File: config.mk
export PLATFORM = sky130hd
export DESIGN_NAME = imu_frame_checksum_unpacker
export DESIGN_NICKNAME = d
export VERILOG_FILES = /design/src/ifcu_pkg.sv /design/src/ifcu_ram.sv /design/src/ifcu_datapath.sv /design/src/ifcu_ctrl.sv /design/src/imu_frame_checksum_unpacker.sv
export VERILOG_INCLUDE_DIRS = /design/src /design/src/src
export SDC_FILE = /design/constraint.sdc
export NUM_CORES = 1
export LEC_CHECK = 0
export ABC_AREA = 1
export BUFFER_PORTS_ARGS = -buffer_cell sky130_fd_sc_hd__buf_2
export CAP_MARGIN = 0
export CORE_ASPECT_RATIO = 0.9
export CORE_MARGIN = 2
export CORE_UTILIZATION = 49
export DETAILED_ROUTE_END_ITERATION = 6
export PLACE_DENSITY = 0.67
export SETUP_SLACK_MARGIN = 0.3
export SYNTH_ARGS = -nofsm -noshare
export SYNTH_HDL_FRONTEND = slang
export SYNTH_HIERARCHICAL = 1
export SYNTH_SLANG_ARGS = --single-unit
File: constraint.sdc
create_clock -name clk -period 3.9 [get_ports clk]
set_input_delay 0.39 -clock clk [delete_from_list [all_inputs] [get_ports clk]]
set_output_delay 0.39 -clock clk [all_outputs]
set_load 0.02 [all_outputs]
File: src/assert_macros.svh
// Assertion helpers. Empty when SYNTHESIS is defined.
`ifndef ASSERT_MACROS_SVH
`define ASSERT_MACROS_SVH

`ifndef SYNTHESIS
// Checked at every edge outside reset.
`define ASSERT_CLK(label, prop, msg) \
    label: assert property (@(posedge clk) disable iff (!rst_n) (prop)) else $error(msg);
// Checked at every edge, reset included.
`define ASSERT_ALWAYS(label, prop, msg) \
    label: assert property (@(posedge clk) (prop)) else $error(msg);
`else
`define ASSERT_CLK(label, prop, msg)
`define ASSERT_ALWAYS(label, prop, msg)
`endif

`endif

File: src/ifcu_pkg.sv
`timescale 1ns / 1ps

package ifcu_pkg;

    localparam int POS_W  = 7;
    localparam int BYTE_W = 8;
    localparam int SUM_W  = 16;
    localparam int WORD_W = 32;
    localparam int WIDX_W = 5;

    typedef struct packed {
        logic accept;
        logic clr_k;
        logic inc_k;
        logic rd_issue;
        logic load_word;
        logic load_err;
    } ifcu_cmd_t;

    typedef struct packed {
        logic last_pos;
        logic sum_match;
        logic word_last;
    } ifcu_stat_t;

endpackage

File: src/ifcu_ram.sv
`timescale 1ns / 1ps

module ifcu_ram #(
    parameter int WIDTH  = 32,
    parameter int DEPTH  = 19,
    parameter int ADDR_W = (DEPTH > 1) ? $clog2(DEPTH) : 1
) (
    input  logic              clk,
    input  logic              we,
    input  logic [ADDR_W-1:0] waddr,
    input  logic [WIDTH-1:0]  wdata,
    input  logic              re,
    input  logic [ADDR_W-1:0] raddr,
    output logic [WIDTH-1:0]  rdata
);

    logic [WIDTH-1:0] mem [DEPTH];
    logic [WIDTH-1:0] rdata_reg;

    always_ff @(posedge clk)
    begin
        if (we)
        begin
            mem[waddr] <= wdata;
        end
        if (re)
        begin
            rdata_reg <= mem[raddr];
        end
    end

    assign rdata = rdata_reg;

endmodule

File: src/ifcu_datapath.sv
`timescale 1ns / 1ps

module ifcu_datapath import ifcu_pkg::*; #(
    parameter int FRAME_BYTES = 79,
    parameter int WORD_COUNT  = 19
) (
    input  logic              clk,
    input  logic              rst_n,
    input  ifcu_cmd_t         cmd,
    input  logic [BYTE_W-1:0] rx_byte,
    output ifcu_stat_t        stat,
    output logic [WIDX_W-1:0] word_index,
    output logic [WORD_W-1:0] word_value,
    output logic              frame_ok,
    output logic              last_word
);

    localparam int ADDR_W = (WORD_COUNT > 1) ? $clog2(WORD_COUNT) : 1;
    localparam logic [POS_W-1:0]  SUM_HI_POS = POS_W'(FRAME_BYTES - 2);
    localparam logic [POS_W-1:0]  LAST_POS   = POS_W'(FRAME_BYTES - 1);
    localparam logic [WIDX_W-1:0] LAST_K     = WIDX_W'(WORD_COUNT - 1);
    localparam logic [WIDX_W-1:0] WORD_LIM   = WIDX_W'(WORD_COUNT);

    logic [POS_W-1:0]  pos_reg, pos_next;
    logic [SUM_W-1:0]  sum_reg, sum_next;
    logic [WORD_W-1:0] asm_reg, asm_next;
    logic [BYTE_W-1:0] hi_reg, hi_next;
    logic [WIDX_W-1:0] k_reg, k_next;

    logic [WIDX_W-1:0] idx_reg;
    logic [WORD_W-1:0] val_reg;
    logic              ok_reg;
    logic              last_reg;

    logic [POS_W-1:0]  rel;
    logic [WIDX_W-1:0] widx;
    logic [WORD_W-1:0] asm_shift;
    logic              in_body;
    logic              we;
    logic [WORD_W-1:0] rdata;

    assign rel       = pos_reg - 1'b1;
    assign widx      = rel[POS_W-1:2];
    assign asm_shift = {asm_reg[WORD_W-BYTE_W-1:0], rx_byte};
    assign in_body   = pos_reg < SUM_HI_POS;
    assign we        = cmd.accept && in_body && (pos_reg != '0)
                       && (rel[1:0] == 2'b11) && (widx < WORD_LIM);

    always_comb
    begin
        pos_next = pos_reg;
        sum_next = sum_reg;
        asm_next = asm_reg;
        hi_next  = hi_reg;
        if (cmd.accept)
        begin
            if (in_body)
            begin
                sum_next = sum_reg + {{(SUM_W-BYTE_W){1'b0}}, rx_byte};
                if (pos_reg != '0)
                begin
                    asm_next = asm_shift;
                end
                pos_next = pos_reg + 1'b1;
            end
            else if (pos_reg == SUM_HI_POS)
            begin
                hi_next  = rx_byte;
                pos_next = pos_reg + 1'b1;
            end
            else
            begin
                pos_next = '0;
                sum_next = '0;
                asm_next = '0;
                hi_next  = '0;
            end
        end
    end

    always_comb
    begin
        k_next = k_reg;
        if (cmd.clr_k)
        begin
            k_next = '0;
        end
        else if (cmd.inc_k)
        begin
            k_next = k_reg + 1'b1;
        end
    end

    always_ff @(posedge clk or negedge rst_n)
    begin
        if (!rst_n)
        begin
            pos_reg <= '0;
            sum_reg <= '0;
            asm_reg <= '0;
            hi_reg  <= '0;
            k_reg   <= '0;
        end
        else
        begin
            pos_reg <= pos_next;
            sum_reg <= sum_next;
            asm_reg <= asm_next;
            hi_reg  <= hi_next;
            k_reg   <= k_next;
        end
    end

    ifcu_ram #(
        .WIDTH (WORD_W),
        .DEPTH (WORD_COUNT)
    ) u_words (
        .clk   (clk),
        .we    (we),
        .waddr (widx[ADDR_W-1:0]),
        .wdata (asm_shift),
        .re    (cmd.rd_issue),
        .raddr (k_reg[ADDR_W-1:0]),
        .rdata (rdata)
    );

    always_ff @(posedge clk)
    begin
        if (cmd.load_word)
        begin
            idx_reg  <= k_reg;
            val_reg  <= rdata;
            ok_reg   <= 1'b1;
            last_reg <= (k_reg == LAST_K);
        end
        else if (cmd.load_err)
        begin
            idx_reg  <= '0;
            val_reg  <= '0;
            ok_reg   <= 1'b0;
            last_reg <= 1'b1;
        end
    end

    assign stat.last_pos  = (pos_reg == LAST_POS);
    assign stat.sum_match = ({hi_reg, rx_byte} == sum_reg);
    assign stat.word_last = (k_reg == LAST_K);

    assign word_index = idx_reg;
    assign word_value = val_reg;
    assign frame_ok   = ok_reg;
    assign last_word  = last_reg;

endmodule

File: src/ifcu_ctrl.sv
`timescale 1ns / 1ps

module ifcu_ctrl import ifcu_pkg::*; (
    input  logic       clk,
    input  logic       rst_n,
    input  logic       rx_valid,
    input  logic       res_ready,
    input  ifcu_stat_t stat,
    output logic       rx_ready,
    output logic       res_valid,
    output ifcu_cmd_t  cmd
);

    localparam logic [1:0] ST_RX   = 2'd0;
    localparam logic [1:0] ST_RD   = 2'd1;
    localparam logic [1:0] ST_LD   = 2'd2;
    localparam logic [1:0] ST_WAIT = 2'd3;

    logic [1:0] state_reg, state_next;
    logic       out_valid_reg, out_valid_next;
    logic       rx_acc;
    logic       res_acc;

    // last byte is held off while an earlier result still sits in the output register
    assign rx_ready = (state_reg == ST_RX)
                      && (!stat.last_pos || !out_valid_reg || res_ready);
    assign rx_acc   = rx_valid && rx_ready;
    assign res_acc  = out_valid_reg && res_ready;

    always_comb
    begin
        state_next = state_reg;
        cmd        = '0;
        cmd.accept = rx_acc;
        unique case (state_reg)
            ST_RX:
            begin
                if (rx_acc && stat.last_pos)
                begin
                    if (stat.sum_match)
                    begin
                        cmd.clr_k  = 1'b1;
                        state_next = ST_RD;
                    end
                    else
                    begin
                        cmd.load_err = 1'b1;
                    end
                end
            end
            ST_RD:
            begin
                cmd.rd_issue = 1'b1;
                state_next   = ST_LD;
            end
            ST_LD:
            begin
                cmd.load_word = 1'b1;
                state_next    = stat.word_last ? ST_RX : ST_WAIT;
            end
            ST_WAIT:
            begin
                if (res_acc)
                begin
                    cmd.inc_k  = 1'b1;
                    state_next = ST_RD;
                end
            end
            default:
            begin
                state_next = ST_RX;
            end
        endcase
    end

    always_comb
    begin
        out_valid_next = out_valid_reg;
        if (cmd.load_word || cmd.load_err)
        begin
            out_valid_next = 1'b1;
        end
        else if (res_acc)
        begin
            out_valid_next = 1'b0;
        end
    end

    always_ff @(posedge clk or negedge rst_n)
    begin
        if (!rst_n)
        begin
            state_reg     <= ST_RX;
            out_valid_reg <= 1'b0;
        end
        else
        begin
            state_reg     <= state_next;
            out_valid_reg <= out_valid_next;
        end
    end

    assign res_valid = out_valid_reg;

endmodule

File: src/imu_frame_checksum_unpacker.sv
`timescale 1ns / 1ps
`include "assert_macros.svh"

// Fixed-length frame parser with a 16-bit additive checksum. Bytes are taken
// one per cycle while rx_ready is high; frame boundaries are counted from
// reset, with no resync. Every byte but the last produces no beat. On the
// last byte the received big-endian sum is checked: a mismatch loads one
// error beat at once and reception goes on; a match starts readout of the
// WORD_COUNT stored words, each by a RAM read and an output load, then, for
// all but the last word, a wait for the handoff, and rx_ready is low
// throughout. The final word stays in the output register while the next
// frame is received. The last byte of a frame is not taken until the output
// register is free.
module imu_frame_checksum_unpacker import ifcu_pkg::*; #(
    parameter int FRAME_BYTES = 79,
    parameter int WORD_COUNT  = 19
) (
    input  logic              clk,
    input  logic              rst_n,
    input  logic              rx_valid,
    output logic              rx_ready,
    input  logic [BYTE_W-1:0] rx_byte,
    output logic              res_valid,
    input  logic              res_ready,
    output logic [WIDX_W-1:0] word_index,
    output logic [WORD_W-1:0] word_value,
    output logic              frame_ok,
    output logic              last_word
);

    ifcu_cmd_t  cmd;
    ifcu_stat_t stat;

    ifcu_ctrl u_ctrl (
        .clk       (clk),
        .rst_n     (rst_n),
        .rx_valid  (rx_valid),
        .res_ready (res_ready),
        .stat      (stat),
        .rx_ready  (rx_ready),
        .res_valid (res_valid),
        .cmd       (cmd)
    );

    ifcu_datapath #(
        .FRAME_BYTES (FRAME_BYTES),
        .WORD_COUNT  (WORD_COUNT)
    ) u_dp (
        .clk        (clk),
        .rst_n      (rst_n),
        .cmd        (cmd),
        .rx_byte    (rx_byte),
        .stat       (stat),
        .word_index (word_index),
        .word_value (word_value),
        .frame_ok   (frame_ok),
        .last_word  (last_word)
    );

    `ASSERT_CLK(a_load_word_empty, cmd.load_word |-> !res_valid, "word load over pending beat")
    `ASSERT_CLK(a_load_err_free, cmd.load_err |-> (!res_valid || res_ready), "error beat lost")
    `ASSERT_CLK(a_read_then_load, cmd.rd_issue |=> cmd.load_word, "read not followed by load")
    `ASSERT_ALWAYS(a_no_rx_in_readout, !(cmd.accept && (cmd.load_word || cmd.rd_issue)), "byte during readout")

endmodule
Yosys cells after proc, flatten, opt, wreduce, memory -nomap -nowiden
Memories as Yosys holds them, arrays and structs flattened. A register that Yosys moved wholly into a read port is not among the register bits.
Cells that the tools add are included.
Widths: inputs -> output; s select.
{"block": "totals", "ff_bits": 102, "latchBits": 0, "ramBits": 608, "rom_bits": 0, "in_bits": 12, "output_inout_bits": 41, "mem_count": 1}
{"memory": "u_dp.u_words.mem", "words": 19, "width": 32, "rd": 1, "rd_ports_with_merged_regs": 1, "write_ports": 1, "line_no": "ifcu_ram.sv:17", "source": "logic [WIDTH-1:0] mem [DEPTH];"}
{"block": "op_classes", "addsub": 4, "mul": 0, "n_div": 0, "n_lt_le_gt_ge": 2, "n_eq_ne": 13, "n_shift": 0, "muxes": 35, "bitwise": 1, "reduce_logical": 22}
{"cell": "$mux 24", "count": 3}
{"cell": "$mux 32", "count": 2}
{"cell": "$mux 16", "count": 2}
{"cell": "$mux 5", "count": 4}
{"cell": "$add 16x8->16", "count": 1}
{"cell": "$eq 16x16->1", "count": 1}
{"cell": "$mux 1", "count": 16}
{"cell": "$eq 7x7->1 const B", "count": 2}
{"cell": "$mux 7", "count": 2}
{"cell": "$logic_and 1x1->1", "count": 8}
{"cell": "$mux 2", "count": 4}
{"cell": "$mux 8", "count": 1}
{"cell": "$pmux 2 s4", "count": 1}
{"cell": "$add 7x1->7 const B", "count": 1}
{"cell": "$lt 7x7->1 const B", "count": 1}
{"cell": "$reduce_bool 7->1", "count": 1}
{"cell": "$sub 7x1->7 const B", "count": 1}
{"cell": "$eq 2x2->1 const B", "count": 3}
{"cell": "$ne 2x2->1 const B", "count": 3}
{"cell": "$reduce_and 3->1", "count": 2}
{"cell": "$reduce_bool 2->1", "count": 3}
{"cell": "$add 5x1->5 const B", "count": 1}
{"cell": "$eq 5x5->1 const B", "count": 1}
{"cell": "$lt 5x5->1 const B", "count": 1}
{"cell": "7 further kinds", "count": 12}

Logic depth before layout (Yosys ltp)
{"block": "depth", "depth_word": 12, "ltp_mapped": 16, "depth_no_buf": 15}

Cells and area by module
The synthesis kept the hierarchy.
{"mod": "ifcu_ram", "n_inst": 1, "cells_each": 2435, "area_per_inst_um2": 26819.5, "seq_area_each_um2": 19218.4}
{"mod": "ifcu_datapath", "n_inst": 1, "cells_each": 581, "area_per_inst_um2": 5151.2, "seq_area_each_um2": 2662.6}
{"mod": "ifcu_ctrl", "n_inst": 1, "cells_each": 39, "area_per_inst_um2": 285.3, "seq_area_each_um2": 75.1}

Least setup slack after synthesis
Ideal clock, no wire load.
{"block": "synth_timing", "kind": "register to register", "from": "register u_dp.pos_reg[0]", "to": "memory u_dp.u_words.mem[13][0], enable pin", "setup_time_ps": 421, "arrival_ps": 3783, "t_required_ps": 3479, "path_slack_ps": -304, "path_stages_with_launch": 15, "n_path_buf": 2, "path_cell_list": "dfrtp_1 inv_1 ha_1 nand2_1 nor2_1 a31oi_1 and2_1 buf_4 clkbuf_2 nand2_8 inv_4 nand3_1 a21oi_1 nand3_1 nor2_1"}
{"item": "start: declaration", "line_no": "ifcu_datapath.sv:24", "source": "logic [POS_W-1:0] pos_reg, pos_next;"}
{"item": "start signal: assignment", "line_no": "ifcu_datapath.sv:106", "source": "pos_reg <= pos_next;"}
{"item": "end: declaration", "line_no": "ifcu_ram.sv:17"}

==> metrics.md <==
| Metric | Value |
|---|---|
| Clk buf depth | `3` |
| Largest family of logic cells by synthesized area | `simple AND/OR/NAND/NOR gates` |
| Placed cells | `between 3000 and 4000` |
| DRC viols | `0` |
| Critical R2R Capture | `u_dp/u_words/mem[7][3]` |
| Worst setup EP type | `flip-flop` |
| Cell taking the most area after synthesis | `edfxtp_1` |
| Height of the die | `approximately 250 µm` |
| Max Fclk | `300 MHz` |
| Vias in the first global route | `between 20000 and 25000` |
| Most instantiated library cell after synthesis | `nand2_1` |
| Cell Rows | `between 80 and 90` |
| Status | `complete, no violations` |
| Synth cell types | `47` |
| Final count of hold timing violations | `0` |
| # IOs | `53` |
| Sequential Power Share | `between 50% and 60%` |
| Share of the synthesized area in the top cell type | `between 60 and 70%` |
| CTS tree | `built` |
| Initial core utilization | `a little under 50%` |
| Pins Over Slew Limit | `0` |
| CTS buffer count | `74` |
| Initial antenna violation count | `3` |
| Multiplexer share of the synthesized area | `less than 1%` |
| Post-CTS Setup Bufs | `0` |
| Syn Std Cell Area | `about 0.032 mm²` |
| Internal reg-to-reg setup slack | `around 0.57 ns` |
| Hold/Removal Path Class | `primary input to flip-flop` |
| Die Wd | `274 µm` |
| Max_slew headroom | `a little under a fifth` |
| Clock root cell | `clkbuf_16` |
| Non-Filler Instances | `around 4000` |
| Global-route wire length before repair | `about 120000 µm` |
| Max-cap viol count | `0` |
| Largest net degree at the start of global routing | `between 150 and 200` |
| DP HPWL | `approximately 48000 µm` |
| Fraction of layout cells with a size suffix above 1 | `about 9.1%` |
| RSZ-0062 raised after global routing | `false` |
| Mean Syn Cell Area | `about 11 µm²` |
| Min cycle time layout | `around 3.3 ns` |
| Synth Area in Adders | `less than 1%` |
| XOR/XNOR share of the synthesized area | `0.244%` |
| Finished layout cell area | `between 0.03 and 0.04 mm²` |
| DR WL/cell | `between 15 and 20 µm` |
| Net Sw Power | `~5300 µW` |
| Number of flops mapped to enable cells by yosys | `~680` |
| GRT Resource Usage Total | `24.0%` |
| Sw Share | `between 20 and 30%` |
| Top FF cell, synth | `edfxtp_1` |
| Worst Reg2Reg Path Length in Cells | `13` |
| H-tree levels | `3` |
| Worst Path Max Fanout | `19` |
| Final Skew | `0.0154 ns` |
| Commonest cells in the netlist | `nand2_1, edfxtp_1, nand3_1` |
| Crit path from | `u_dp/pos_reg[0]` |
| Final setup viols | `0` |
| Ys async rst share | `approximately 8.5%` |
| Clock transition at path regs | `approximately 0.06 ns` |
| Area delta synth->final | `12.2%` |
| Die ar. | `roughly 0.068 mm²` |
| R2r startpoint | `u_dp/pos_reg[0]` |
| Startpoint type of the worst setup path | `flip-flop` |
| Vias | `between 20000 and 25000` |
| Crit Path Category | `flip-flop to flip-flop` |
| Buffers on Ports | `52` |
| Drt via density | `between 5 and 6` |
| Clock power frac | `35.9%` |
| Layout fillers | `5439` |
| Core ar. | `approximately 0.065 mm²` |
| Iter 0 DRT Violations | `~2400` |
| Drt pass-1 iters | `6` |
| Hold Slack | `0.0917 ns` |
| Pleak | `0.0155 µW` |
| Syn Nets | `3087` |
| Final core occ | `approximately 55%` |
| Setup TNS | `0 ns` |
| Peak supply drop | `around 0.63 mV` |
| Synthesized flop and latch total | `between 700 and 800` |
| DRT Wirelength | `between 80000 and 90000 µm` |
| Area share of and/or/nand/nor cells after synthesis | `about a fifth` |
| Final worst path period share | `a little under nine tenths` |
| Detail Route Antenna Nets | `0` |
| Synth warn | `6` |
| Pint | `roughly 15000 µW` |
| Worst Hold Path Cells | `4` |
| Worst Tran Pin Value | `1.22 ns` |
| Sequential fraction of the synthesis area | `68.1%` |
| DP Area | `approximately 0.034 mm²` |
| Dominant cells by area after synthesis | `edfxtp_1, nand2_1, nand3_1` |
| Power per cell area | `~550 mW/mm²` |
| CP Capture Point | `u_dp/u_words/mem[7][3]` |
| Sink Count | `742` |
| Post-Synthesis Cells | `3055` |
| Synth Area in Compound Gates | `1.67%` |
| Comb pwr share | `between 8 and 9%` |
| Clock latency at the later pin of the worst-skew pair | `around 0.61 ns` |
| Final #Nets | `roughly 3100` |
| RePlAce Congestion | `between 0.9 and 1` |
| # resized after CTS | `0` |
| Total grt overflow | `0` |
| Hold Buf Count CTS | `1` |
| Critical Path AT | `3.61 ns` |
| Max reg flops | `around 610` |
| CP Data Required Time | `between 4 and 5 ns` |
## worst min path at each step
stage                             start          endpoint  slack, ns
final                         res_ready  u_ctrl/res_valid       0.09
after global routing          res_ready  u_ctrl/res_valid       0.12
after CTS                     res_ready  u_ctrl/res_valid       0.06
after detailed placement  u_dp/frame_ok     u_dp/frame_ok       0.45
after floorplan                   rst_n  u_ctrl/res_valid       0.09
after global placement    u_dp/frame_ok     u_dp/frame_ok       0.44
## through the flow
stage               power (µW)  worst slack, ns
global route             20600            0.311
global placement         12800            0.615
detailed placement       12900            0.568
floorplan                11700            0.131
finish                   19900            0.572
CTS                      20000            0.536
## routing by layer
layer | share of wire, % | global-route usage [%]
met1 | 42 | 33.3
met3 | 9.4 | 5.68
met2 | 46 | 37.6
met4 | 2.9 | 7.75
met5 | 0 | 0
## power groups by stage
stage / Clock, µW / Combinational, µW / Sequential, µW
floorplan: 0 / 1190 / 10500
global placement: 0 / 1660 / 11100
detailed placement: 0 / 1720 / 11200
CTS: 7250 / 1730 / 11000
global route: 7570 / 1950 / 11100
finish: 7150 / 1750 / 11000
## placed cells by master (no fill, tap or decap), types with 3 or more instances in the layout
cell type	instances
a21oi_1	16
buf_12	23
buf_2	51
buf_4	47
bufinv_16	8
clkbuf_1	14
clkbuf_16	79
clkinv_1	11
clkinv_2	10
clkinvlp_4	3
dfrtp_1	59
edfxtp_1	678
ha_1	18
inv_1	488
inv_2	3
nand2_1	961
nand2_2	6
nand2_8	3
nand3_1	496
nand3_2	14
nand4_1	5
nor2_1	37
nor2_4	19
o211ai_1	32
o21ai_0	25
o22ai_1	5
xnor2_1	3
xor2_1	6
## worst max-delay path: stages (launching register included)
cell,delay [ns]
dfrtp_1,0.45
inv_1,0.12
ha_1,0.22
nand2_1,0.08
nor2_1,0.07
a31oi_1,0.20
and2_1,0.28
nand2_8,0.12
inv_4,0.10
nand3_1,0.08
a21oi_1,0.34
nand3_1,0.39
nor2_4,0.24
buf_4,0.31
## cells by family after synthesis
kind of cell    Yosys count
simple gates           1557
flops                   742
buf+inv                 640
compound gates           86
fa+ha+maj                20
xor+xnor                  9
mux                       1
## area by class of cell
type | instances | area (µm²) | area share, %
multi-input cells | 1673 | 7740 | 21.4
inverters | 496 | 1880 | 5.19
diodes | 2 | 5.00 | 0.0138
clock inverters | 35 | 382 | 1.05
repair buffers | 122 | 1080 | 2.98
flip-flops and latches | 742 | 22000 | 60.7
clock buffers | 94 | 2040 | 5.65
well taps | 864 | 1080 | 2.99
(Power assumes the default switching activity.)
